### config.mk
export PLATFORM = sky130hd
export DESIGN_NAME = rgb565_luma_stretch_unit
export DESIGN_NICKNAME = d
export VERILOG_FILES = /design/src/sv/rls_pkg.sv /design/src/sv/rls_ctrl.sv /design/src/sv/rls_datapath.sv /design/src/sv/rgb565_luma_stretch_unit.sv
export SDC_FILE = /design/constraint.sdc
export NUM_CORES = 1
export LEC_CHECK = 0
export ABC_AREA = 1
export BUFFER_PORTS_ARGS = -buffer_cell sky130_fd_sc_hd__buf_2
export CAP_MARGIN = 40
export CORE_ASPECT_RATIO = 0.9
export CORE_MARGIN = 2
export CORE_UTILIZATION = 40
export CTS_BUF_LIST = sky130_fd_sc_hd__clkbuf_8
export DETAILED_ROUTE_END_ITERATION = 10
export GPL_TIMING_DRIVEN = 0
export PLACE_DENSITY = 0.6
export SYNTH_ARGS = -nofsm -noshare
export SYNTH_HDL_FRONTEND = slang
export SYNTH_SLANG_ARGS = --single-unit
### constraint.sdc
create_clock -name clk -period 13.55 [get_ports clk]
set_input_delay 2.71 -clock clk [delete_from_list [all_inputs] [get_ports clk]]
set_output_delay 2.71 -clock clk [all_outputs]
set_load 0.02 [all_outputs]
### src/sv/rls_pkg.sv
// shared types and constants for the rgb565 luma stretch block
// no dependencies; imported by the controller, the datapath and the top level
`default_nettype none

package rls_pkg;

	localparam int unsigned CFG_IDX_W  = 2;
	localparam int unsigned CFG_DATA_W = 1;
	localparam int unsigned PIX_W      = 16;
	localparam int unsigned LUMA_W     = 8;
	localparam int unsigned X_W        = 15;
	localparam int unsigned SUM_W      = 28;
	localparam int unsigned CNT_W      = 21;
	localparam int unsigned DIV_W      = 21;
	localparam int unsigned QBITS      = 8;

	localparam logic [CNT_W-1:0] MAX_PIXELS = 21'd1048576;
	localparam logic [SUM_W-1:0] SUM_LIMIT  = 28'hFFFFFFF;

	// floor(x / 100) as (x * 41944) >> 22, exact for x below 2^15
	localparam logic [15:0] RECIP_100   = 16'd41944;
	localparam int unsigned RECIP_SHIFT = 22;

	localparam logic [LUMA_W-1:0] LUMA_FULL      = 8'd255;
	localparam logic [LUMA_W-1:0] STRETCH_MIN_RG = 8'd8;

	// configuration register indexes
	localparam logic [CFG_IDX_W-1:0] CFG_COLLECT_STATS  = 2'd0;
	localparam logic [CFG_IDX_W-1:0] CFG_STRETCH_ENABLE = 2'd1;
	localparam logic [CFG_IDX_W-1:0] CFG_INVERT_ENABLE  = 2'd2;

	typedef logic [LUMA_W-1:0] luma_t;

	typedef struct packed {
		logic load;
		logic conv;
		logic scale;
		logic acc;
		logic prep;
		logic div_step;
		logic finish;
	} rls_cmd_t;

	typedef struct packed {
		logic need_div;
		logic out_free;
	} rls_stat_t;

endpackage

`default_nettype wire

### src/sv/rls_ctrl.sv
// sequencing controller for the rgb565 luma stretch block
// depends on rls_pkg for command and status types
`default_nettype none

module rls_ctrl (
	input  wire               clk,
	input  wire               arst_n,
	input  wire               in_valid,
	output logic              in_ready,
	input  rls_pkg::rls_stat_t stat,
	output rls_pkg::rls_cmd_t  cmd
);
	import rls_pkg::*;

	typedef enum logic [2:0] {
		ST_IDLE,
		ST_CONV,
		ST_SCALE,
		ST_ACC,
		ST_PREP,
		ST_DIV,
		ST_DONE
	} state_t;

	state_t          state_q;
	logic [2:0]      div_cnt_q;

	always_ff @(posedge clk or negedge arst_n) begin
		if (!arst_n) begin
			state_q   <= ST_IDLE;
			div_cnt_q <= '0;
		end else begin
			case (state_q)
				ST_IDLE: begin
					if (in_valid) state_q <= ST_CONV;
				end
				ST_CONV:  state_q <= ST_SCALE;
				ST_SCALE: state_q <= ST_ACC;
				ST_ACC:   state_q <= ST_PREP;
				ST_PREP: begin
					div_cnt_q <= '0;
					state_q   <= stat.need_div ? ST_DIV : ST_DONE;
				end
				ST_DIV: begin
					div_cnt_q <= div_cnt_q + 3'd1;
					if (div_cnt_q == 3'(QBITS - 1)) state_q <= ST_DONE;
				end
				ST_DONE: begin
					if (stat.out_free) state_q <= ST_IDLE;
				end
				default: state_q <= ST_IDLE;
			endcase
		end
	end

	assign in_ready = (state_q == ST_IDLE);

	always_comb begin
		cmd          = '0;
		cmd.load     = (state_q == ST_IDLE) && in_valid;
		cmd.conv     = (state_q == ST_CONV);
		cmd.scale    = (state_q == ST_SCALE);
		cmd.acc      = (state_q == ST_ACC);
		cmd.prep     = (state_q == ST_PREP);
		cmd.div_step = (state_q == ST_DIV);
		cmd.finish   = (state_q == ST_DONE) && stat.out_free;
	end

endmodule

`default_nettype wire

### src/sv/rls_datapath.sv
// datapath of the rgb565 luma stretch block: luma, statistics, shared divider, output register
// depends on rls_pkg; driven by rls_ctrl through the command struct
`default_nettype none

module rls_datapath (
	input  wire                               clk,
	input  wire                               arst_n,
	input  wire                               cfg_we,
	input  wire  [rls_pkg::CFG_IDX_W-1:0]     cfg_idx,
	input  wire  [rls_pkg::CFG_DATA_W-1:0]    cfg_data,
	input  wire  [rls_pkg::PIX_W-1:0]         pixel,
	input  wire                               frame_end,
	input  rls_pkg::rls_cmd_t                 cmd,
	output rls_pkg::rls_stat_t                stat,
	output logic                              out_valid,
	input  wire                               out_ready,
	output logic [rls_pkg::LUMA_W-1:0]        luma,
	output logic [rls_pkg::LUMA_W-1:0]        stat_min,
	output logic [rls_pkg::LUMA_W-1:0]        stat_max,
	output logic [rls_pkg::LUMA_W-1:0]        stat_avg,
	output logic                              last
);
	import rls_pkg::*;

	// configuration
	logic collect_q, stretch_q, invert_q;
	// item snapshot
	logic [PIX_W-1:0] pix_q;
	logic             fe_q, cs_q, se_q, ie_q;
	// pipeline values
	logic [X_W-1:0]   x_q;
	luma_t            y_q, s_q;
	logic             do_stretch_q;
	// statistics
	luma_t            smin_q, smax_q, savg_q, run_min_q, run_max_q;
	logic [SUM_W-1:0] sum_q;
	logic [CNT_W-1:0] cnt_q;
	// divider
	logic [DIV_W-1:0] rem_q, dvs_q;
	luma_t            low_q, quo_q;
	logic             out_valid_q;

	luma_t            r8, g8, b8;
	logic [X_W-1:0]   x_d;
	logic [30:0]      prod;
	luma_t            rng, s_d, y_fin;
	logic             do_stretch_d;
	logic [SUM_W:0]   sum_ext;
	logic [15:0]      p16;
	logic [SUM_W:0]   cnt_sh;
	logic [DIV_W:0]   trial;
	logic             need_div_d;

	always_ff @(posedge clk or negedge arst_n) begin
		if (!arst_n) begin
			collect_q <= 1'b0;
			stretch_q <= 1'b0;
			invert_q  <= 1'b0;
		end else if (cfg_we) begin
			case (cfg_idx)
				CFG_COLLECT_STATS:  collect_q <= cfg_data[0];
				CFG_STRETCH_ENABLE: stretch_q <= cfg_data[0];
				CFG_INVERT_ENABLE:  invert_q  <= cfg_data[0];
				default: ;
			endcase
		end
	end

	assign r8  = {pix_q[15:11], 3'b000};
	assign g8  = {pix_q[10:5], 2'b00};
	assign b8  = {pix_q[4:0], 3'b000};
	assign x_d = X_W'(r8) * X_W'(30) + X_W'(g8) * X_W'(59) + X_W'(b8) * X_W'(11);
	assign prod = 31'(x_q) * 31'(RECIP_100);

	assign rng          = smax_q - smin_q;
	assign do_stretch_d = se_q && !cs_q && (smax_q > smin_q) && (rng > STRETCH_MIN_RG);

	always_comb begin
		s_d = (y_q > smin_q) ? (y_q - smin_q) : '0;
		if (s_d > rng) s_d = rng;
	end

	assign sum_ext = {1'b0, sum_q} + (SUM_W + 1)'(y_q);
	assign p16     = {s_q, 8'b0} - 16'(s_q);
	assign cnt_sh  = {cnt_q, 8'b0};
	assign trial   = {rem_q, low_q[QBITS-1]};

	// divider needed: stretched pixel, or an unsaturated average at a statistics frame end
	assign need_div_d = do_stretch_q
		|| (cs_q && fe_q && (cnt_q != '0) && ({1'b0, sum_q} < cnt_sh));

	always_comb begin
		y_fin = do_stretch_q ? quo_q : y_q;
		if (ie_q) y_fin = LUMA_FULL - y_fin;
	end

	// item pipeline and divider payload
	always_ff @(posedge clk) begin
		if (cmd.load) begin
			pix_q <= pixel;
			fe_q  <= frame_end;
			cs_q  <= collect_q;
			se_q  <= stretch_q;
			ie_q  <= invert_q;
		end
		if (cmd.conv)  x_q <= x_d;
		if (cmd.scale) y_q <= prod[RECIP_SHIFT + LUMA_W - 1:RECIP_SHIFT];
		if (cmd.acc) begin
			s_q          <= s_d;
			do_stretch_q <= do_stretch_d;
		end
		if (cmd.prep) begin
			quo_q <= '0;
			if (do_stretch_q) begin
				rem_q <= DIV_W'(p16[15:8]);
				low_q <= p16[7:0];
				dvs_q <= DIV_W'(rng);
			end else if (cs_q && fe_q) begin
				if (cnt_q == '0) begin
					quo_q <= '0;
				end else if ({1'b0, sum_q} >= cnt_sh) begin
					quo_q <= LUMA_FULL;
				end else begin
					rem_q <= DIV_W'(sum_q[SUM_W-1:8]);
					low_q <= sum_q[7:0];
					dvs_q <= cnt_q;
				end
			end
		end
		if (cmd.div_step) begin
			// restoring step: one quotient bit per cycle
			low_q <= {low_q[QBITS-2:0], 1'b0};
			if (trial >= {1'b0, dvs_q}) begin
				rem_q <= DIV_W'(trial - {1'b0, dvs_q});
				quo_q <= {quo_q[QBITS-2:0], 1'b1};
			end else begin
				rem_q <= trial[DIV_W-1:0];
				quo_q <= {quo_q[QBITS-2:0], 1'b0};
			end
		end
		if (cmd.finish) begin
			luma     <= y_fin;
			last     <= fe_q;
			stat_min <= (fe_q && cs_q) ? run_min_q : smin_q;
			stat_max <= (fe_q && cs_q) ? run_max_q : smax_q;
			stat_avg <= (fe_q && cs_q) ? quo_q : savg_q;
		end
	end

	// statistics state
	always_ff @(posedge clk or negedge arst_n) begin
		if (!arst_n) begin
			smin_q    <= '0;
			smax_q    <= '0;
			savg_q    <= '0;
			run_min_q <= LUMA_FULL;
			run_max_q <= '0;
			sum_q     <= '0;
			cnt_q     <= '0;
		end else begin
			if (cmd.acc && cs_q) begin
				if (y_q < run_min_q) run_min_q <= y_q;
				if (y_q > run_max_q) run_max_q <= y_q;
				if (cnt_q < MAX_PIXELS) begin
					cnt_q <= cnt_q + CNT_W'(1);
					sum_q <= sum_ext[SUM_W] ? SUM_LIMIT : sum_ext[SUM_W-1:0];
				end
			end
			if (cmd.finish && fe_q) begin
				if (cs_q) begin
					smin_q <= run_min_q;
					smax_q <= run_max_q;
					savg_q <= quo_q;
				end
				run_min_q <= LUMA_FULL;
				run_max_q <= '0;
				sum_q     <= '0;
				cnt_q     <= '0;
			end
		end
	end

	always_ff @(posedge clk or negedge arst_n) begin
		if (!arst_n) begin
			out_valid_q <= 1'b0;
		end else if (cmd.finish) begin
			out_valid_q <= 1'b1;
		end else if (out_ready) begin
			out_valid_q <= 1'b0;
		end
	end

	assign out_valid = out_valid_q;
	assign stat      = '{need_div: need_div_d, out_free: (!out_valid_q || out_ready)};

endmodule

`default_nettype wire

### src/sv/rgb565_luma_stretch_unit.sv
// top level of the rgb565 luma stretch block
// depends on rls_pkg, rls_ctrl and rls_datapath
`default_nettype none

// Converts one RGB565 pixel per item into an 8-bit gray value, floor((30r+59g+11b)/100)
// on the channels widened to 8 bits, and returns exactly one result item per input item.
// Frames taken while collect_stats is set gather min, max and average luma, which are
// stored when the item with frame_end arrives; in other frames stretch_enable rescales
// luma from the stored [min, max] onto 0..255 when that range exceeds 8, and
// invert_enable outputs 255 minus the value. Items are processed one at a time: an
// accepted item is converted, scaled and accumulated and the divider is set up; an item
// that needs a division (a stretched pixel, or the last pixel of a statistics frame
// whose average does not saturate) then passes through a shared restoring divider that
// produces one quotient bit per cycle. The result is loaded into the output register
// when it is free; the next item is accepted no earlier than the cycle after the load.
// The result sits in an output register, so a new item can be accepted while the
// previous result still waits on out_ready. Configuration writes take effect at the
// next accepted item and are meant to be done while the block is idle.
module rgb565_luma_stretch_unit (
	input  wire                              clk,
	input  wire                              arst_n,
	// configuration write port
	input  wire                              cfg_we,
	input  wire  [rls_pkg::CFG_IDX_W-1:0]    cfg_idx,
	input  wire  [rls_pkg::CFG_DATA_W-1:0]   cfg_data,
	// input item channel
	input  wire                              in_valid,
	output logic                             in_ready,
	input  wire  [rls_pkg::PIX_W-1:0]        pixel,
	input  wire                              frame_end,
	// result item channel
	output logic                             out_valid,
	input  wire                              out_ready,
	output logic [rls_pkg::LUMA_W-1:0]       luma,
	output logic [rls_pkg::LUMA_W-1:0]       stat_min,
	output logic [rls_pkg::LUMA_W-1:0]       stat_max,
	output logic [rls_pkg::LUMA_W-1:0]       stat_avg,
	output logic                             last
);
	import rls_pkg::*;

	rls_cmd_t  cmd;
	rls_stat_t stat;

	// sequencer: accept, convert, scale, accumulate, divider setup, divide, deliver
	rls_ctrl u_ctrl (
		.clk      (clk),
		.arst_n   (arst_n),
		.in_valid (in_valid),
		.in_ready (in_ready),
		.stat     (stat),
		.cmd      (cmd)
	);

	// arithmetic, statistics state, config registers and the output register
	rls_datapath u_dp (
		.clk       (clk),
		.arst_n    (arst_n),
		.cfg_we    (cfg_we),
		.cfg_idx   (cfg_idx),
		.cfg_data  (cfg_data),
		.pixel     (pixel),
		.frame_end (frame_end),
		.cmd       (cmd),
		.stat      (stat),
		.out_valid (out_valid),
		.out_ready (out_ready),
		.luma      (luma),
		.stat_min  (stat_min),
		.stat_max  (stat_max),
		.stat_avg  (stat_avg),
		.last      (last)
	);

endmodule

`default_nettype wire

==> Yosys cells after proc, flatten, opt, wreduce, memory -nomap -nowiden <==
Cells that the tools add are included.
{ "totals": {"regBits": 242, "inputBits": 25, "out_inout_bits": 35, "word_cells": 161} }
{ "classes": {"add_sub_neg": 10, "multipliers": 4, "n_lt_le_gt_ge": 10, "eq_ne": 16, "mux": 52, "n_reduce_logical": 36} }
{ "op_table": {"columns": ["cell", "count"], "rows": [
  ["2-to-1 mux 21 bit", 13],
  ["2-to-1 mux 8 bit", 26],
  ["2-to-1 mux 28 bit", 4],
  ["greater-than comparator 8 bit", 4],
  ["adder 28 x 8 -> 29 bit", 1],
  ["greater-or-equal comparator 28 x 29 -> 1 bit", 1],
  ["less-than comparator 28 x 29 -> 1 bit", 1],
  ["multiplier 15 x 13 -> 27 bit, second input constant", 1],
  ["greater-or-equal comparator 22 x 21 -> 1 bit", 1],
  ["adder 21 x 1 -> 21 bit, second input constant", 1],
  ["zero test 21 bit", 1],
  ["less-than comparator 21 bit, second input constant", 1],
  ["case mux 3 bit (7 select lines)", 1],
  ["nonzero test 21 bit", 1],
  ["subtractor 21 bit", 1],
  ["multiplier 5 x 4 -> 9 bit, second input constant", 2],
  ["subtractor 16 x 8 -> 16 bit", 1],
  ["subtractor 8 bit", 2],
  ["adder 13 x 14 -> 15 bit", 1],
  ["adder 15 x 12 -> 15 bit", 1],
  ["AND reduction 2 bit", 7],
  ["nonzero test 2 bit", 7],
  ["equality test 3 bit, second input constant", 4],
  ["multiplier 6 x 6 -> 12 bit, second input constant", 1],
  ["23 further kinds", 44]
]} }

==> Depth between registers and ports, before layout <==
{ "logic_depth": {"word_depth": 7, "depth_mapped": 23, "depth_no_buf": 23} }

==> Cells and area by module <==
From an unflattened synthesis, not the netlist that was laid out.
{ "hier_totals": {"hier_cells": 2432, "area_unflattened_um2": 20108.0} }
{ "by_module_without_submodules": {"columns": ["module", "n_inst", "cells_each", "area_each_um2"], "rows": [
  ["rls_datapath", 1, 2375, 19685.1],
  ["rls_ctrl", 1, 57, 422.9]
]} }

==> Worst setup path before layout <==
No wires, ideal clock.
{ "synth_timing": {"path_type": "input-to-reg", "from": "input out_ready", "to": "register u_dp.smin_q[1]", "arrival_ps": 5068, "t_required_ps": 13420, "path_slack_ps": 8352, "stages": 8, "n_path_buf": 2, "cell_sequence": "or2_2 > inv_1 > nor2_1 > nand2_1 > buf_2 > buf_2 > nand2_1 > o21ai_0"} }
{ "synth_lines": {"columns": ["element", "line_no", "source"], "rows": [
  ["start: declaration", "rgb565_luma_stretch_unit.sv:33", "input wire out_ready,"],
  ["end signal: assignment", "rls_datapath.sv:171", "smin_q <= run_min_q;"],
  ["end: declaration", "rls_datapath.sv:35", "luma_t smin_q, smax_q, savg_q, run_min_q, run_max_q;"]
]} }

==> Worst setup path in the final report <==
{ "layout_timing": {"from": "register u_dp.pix_q[5]", "to": "register u_dp.x_q[14], data pin"} }
{ "layout_via": {"elab_chain_len": 3} }
{ "layout_lines": {"columns": ["element", "line_no", "source"], "rows": [
  ["start: declaration", "rls_datapath.sv:28", "logic [PIX_W-1:0] pix_q;"],
  ["start signal: assignment", "rls_datapath.sv:100", "pix_q <= pixel;"],
  ["multiplier 6 x 6 -> 12 bit", "rls_datapath.sv:72", "assign x_d = X_W'(r8) * X_W'(30) + X_W'(g8) * X_W'(59) + X_W'(b8) * X_W'(11);"],
  ["adder 13 x 14 -> 15 bit", "rls_datapath.sv:72", null],
  ["adder 15 x 12 -> 15 bit", "rls_datapath.sv:72", null],
  ["named net u_dp.x_d[14]", "rls_datapath.sv:44", "logic [X_W-1:0] x_d;"],
  ["end signal: assignment", "rls_datapath.sv:106", "if (cmd.conv) x_q <= x_d;"],
  ["end: declaration", "rls_datapath.sv:31", "logic [X_W-1:0] x_q;"]
]} }
The timed path passes the listed nets, and every way through them passes these cells.
A chain may end at the register's enable or synchronous reset.

==> results.cfg <==
[outcome]
status = finished, final reports clean

[timing]
min_period_over_period = 0.3651
setup_ws_ns = 8.603
fmax_mhz = 202.1
slew_headroom = 0.4301
fin_crit_ns = 4.947
drv_slew = 0
tightest_slew_ns = 0.8528
fin_tns_setup_ns = 0
fin_worst_skew_ns = 0.03710
finalHoldViolCount = 0
final-setup-viol-count = 0
rsz0062_at_grt = no

[place]
place_congestion = 0.8956
hpwl_um = 43000
io_buffers = 59
pre_cts_slack_ns = 8.570

[critical_path]
endpoint_kind = flop
rr_worst_depth = 22
critPathMaxFanout = 5
crit_type = reg2reg
required_ns = 13.91
cpMaxStageDelayCell = fa_1
cp.arrival_ns = 5.31
worst-path-buf-inv = 4
start_kind = flop
cp_top_family = adder cells
r2r_start = u_dp.pix_q[5]
timing.rr.end = u_dp.x_q[14]
crit_path_cell_trace = fa_1, xor2_1, ha_1, inv_1, fa_1, inv_1, ha_1, a21oi_1, nand2_1, a21oi_1, nor2_1, nor2_1, xor2_1, fa_1, inv_1, ha_1, nand2_1, inv_1, nand4_1, o211ai_1, a21oi_1, o21bai_1
max_stage_delay_ns = 0.57
reg2reg_setup_slack_ns = 8.60
critPathMostFrequentCell = inv_1

[worst_hold_path]
hold_path.class = reg2reg
min_path_cells = 0
holdPathEnd = u_dp.cs_q
hold_start = u_dp.collect_q

[grt]
antenna_found_initial = 0
grt_pass1_vias = 16480
grt_pass1_wl_um = 87270
grt_max_degree = 57
grt_overflow = 0
grt.total_usage = 0.2110

[synthesis]
avgSynthCellArea_sq_um = 8.191
async_flop_share = 0.4125
synth_edf_count = 140
synth_fp_nets = 2828
synth_area_leaders = edfxtp_1 21%, ha_1 15%, dfrtp_1 11%
netlist_area_sq_mm = 0.02021
ys_ff_latch = 240
ys_warn_count = 0
synthCells = 2467
ys.flop_type = edfxtp_1
seq_area_frac_synth = 0.3321
yosys.area.top_type_share = 0.2080
synth_top_area_cell = edfxtp_1
synth.distinct_cells = 53

[finish]
multi_input_area_sq_mm = 0.01164
nets = 2939
layout-drive-gt1-share = 0.07304
regArea_sq_mm = 0.006711
area_growth_pct = 10.64
n_antenna_cell = 0
fill_cells = 5032

[detailed_routing]
firstDrtPassIters = 6
ant_nets = 0
wire_per_inst_um = 16.30
vias = 16830
drc_errors = 0
via_per_inst = 5.109
wl_um = 53690
dr.first_iter.drc_count = 1488

[cts]
clock_latency_ns = 0.64
clk_pin_slew_ns = 0.06
cts_buffers = 45
postCtsSetupRepairBufs = 0
cts-root-buf = clkbuf_8
htreeDepth = 2
postCtsHoldBufs = 0
post_cts_resized = 0
cts_buffer_depth = 3
cts_sinks = 240
tritoncts = built

[floorplan]
core_area_sq_mm = 0.05016
start_util = 0.4028
die_h_um = 217.2
die_w_um = 240.9
std_cell_rows = 78
dieArea_sq_mm = 0.05233
io_pins = 60

[flow_run]
maxCapViolCount = 0
-- synth_stat cells, types with 25 or more instances --
cell      instances
xnor2_1          26
o21ai_1          25
edfxtp_1        140
clkbuf_1         25
fa_1             88
ha_1            248
xor2_1           47
nand4_1          33
nor3_1           27
nor2_1          175
dfrtp_1          91
inv_1           438
nand2_1         532
o21ai_0         156
nand3_1         161
a21oi_1         118
-- routing by layer --
layer  part of all wire  global-route usage  up-vias  wire length [um]
met4              0.019             0.05370        0              1047
li1                   -                   -     8294                 -
met1               0.47              0.2963     8010             25140
met5                  0                   0        -                 0
met2               0.45              0.3375      456             24260
met3              0.060             0.03539       74              3243
-- cells in the final DEF (no fill, tap or decap), drive strengths merged, types with 26 or more instances in the layout --
master	Yosys	routed
ha	248	248
nand2	543	543
nand3	163	163
o21ai	184	184
xor2	47	47
buf	16	80
fa	88	88
inv	446	460
edfxtp	140	140
xnor2	26	26
a21oi	118	118
nor3	28	28
clkbuf	26	78
nand4	33	33
dfrtp	91	91
nor2	178	178
-- state kept, by name (all words and copies together), names as in the netlist, 13 cells and up --
name	flops
u_dp.dvs_q	21
u_dp.sum_q	28
u_dp.rem_q	21
u_dp.pix_q	16
u_dp.x_q	13
u_dp.cnt_q	21
-- kinds of logic (layout without fill, tap and decap cells) --
family,after synthesis,count (layout),share of synthesized area
AOI/OAI and AO/OA,359,359,0.09715
xor gates and xnor gates,73,73,0.03164
adders and majority gates,336,336,0.2407
buffers and inverters,488,636,0.09294
DFF,240,240,0.3321
muxes,1,1,0.0004954
and+or+nand+nor,970,970,0.2049
-- cell type report --
| class | count | share of cell area |
|---|---|---|
| Multi-Input combinational cell | 1739 | 0.5206 |
| Sequential cell | 240 | 0.3002 |
| Inverter | 446 | 0.07499 |
| Tap cell | 680 | 0.03805 |
| Clock buffer | 52 | 0.03201 |
| Timing Repair Buffer | 64 | 0.01712 |
| Buffer | 42 | 0.009010 |
| Clock inverter | 32 | 0.008059 |
-- stage by stage --
| step | hold WS, ns | instance area, sq um | cells | utilization |
|---|---|---|---|---|
| after floorplan | 0.4253 | 20210 | 2467 | - |
| after global placement | 0.4429 | 21350 | 3206 | 0.4257 |
| after detailed placement | 0.4503 | 21460 | 3211 | 0.4278 |
| after CTS | 0.4660 | 22360 | 3295 | 0.4457 |
| after global routing | 0.4826 | 22360 | 3295 | 0.4457 |
| final | 0.4614 | 22360 | 3295 | 0.4457 |
-- how the worst max path moves through the flow --
stage | start | to | slack [ns] | depth (start not counted)
4_1_cts | u_dp.pix_q[5] | u_dp.x_q[14] | 8.57 | 22
5_1_grt | u_dp.pix_q[5] | u_dp.x_q[14] | 8.33 | 22
3_5_place_dp | u_dp.pix_q[5] | u_dp.x_q[14] | 8.57 | 22
3_3_place_gp | out_ready | u_dp.savg_q[6] | 7.59 | 9
2_1_floorplan | out_ready | u_dp.smin_q[1] | 8.35 | 8
6_report | u_dp.pix_q[5] | u_dp.x_q[14] | 8.60 | 22
Power is not shown: default switching activity piles up to over one toggle a cycle in this logic, so the estimate is an artifact.
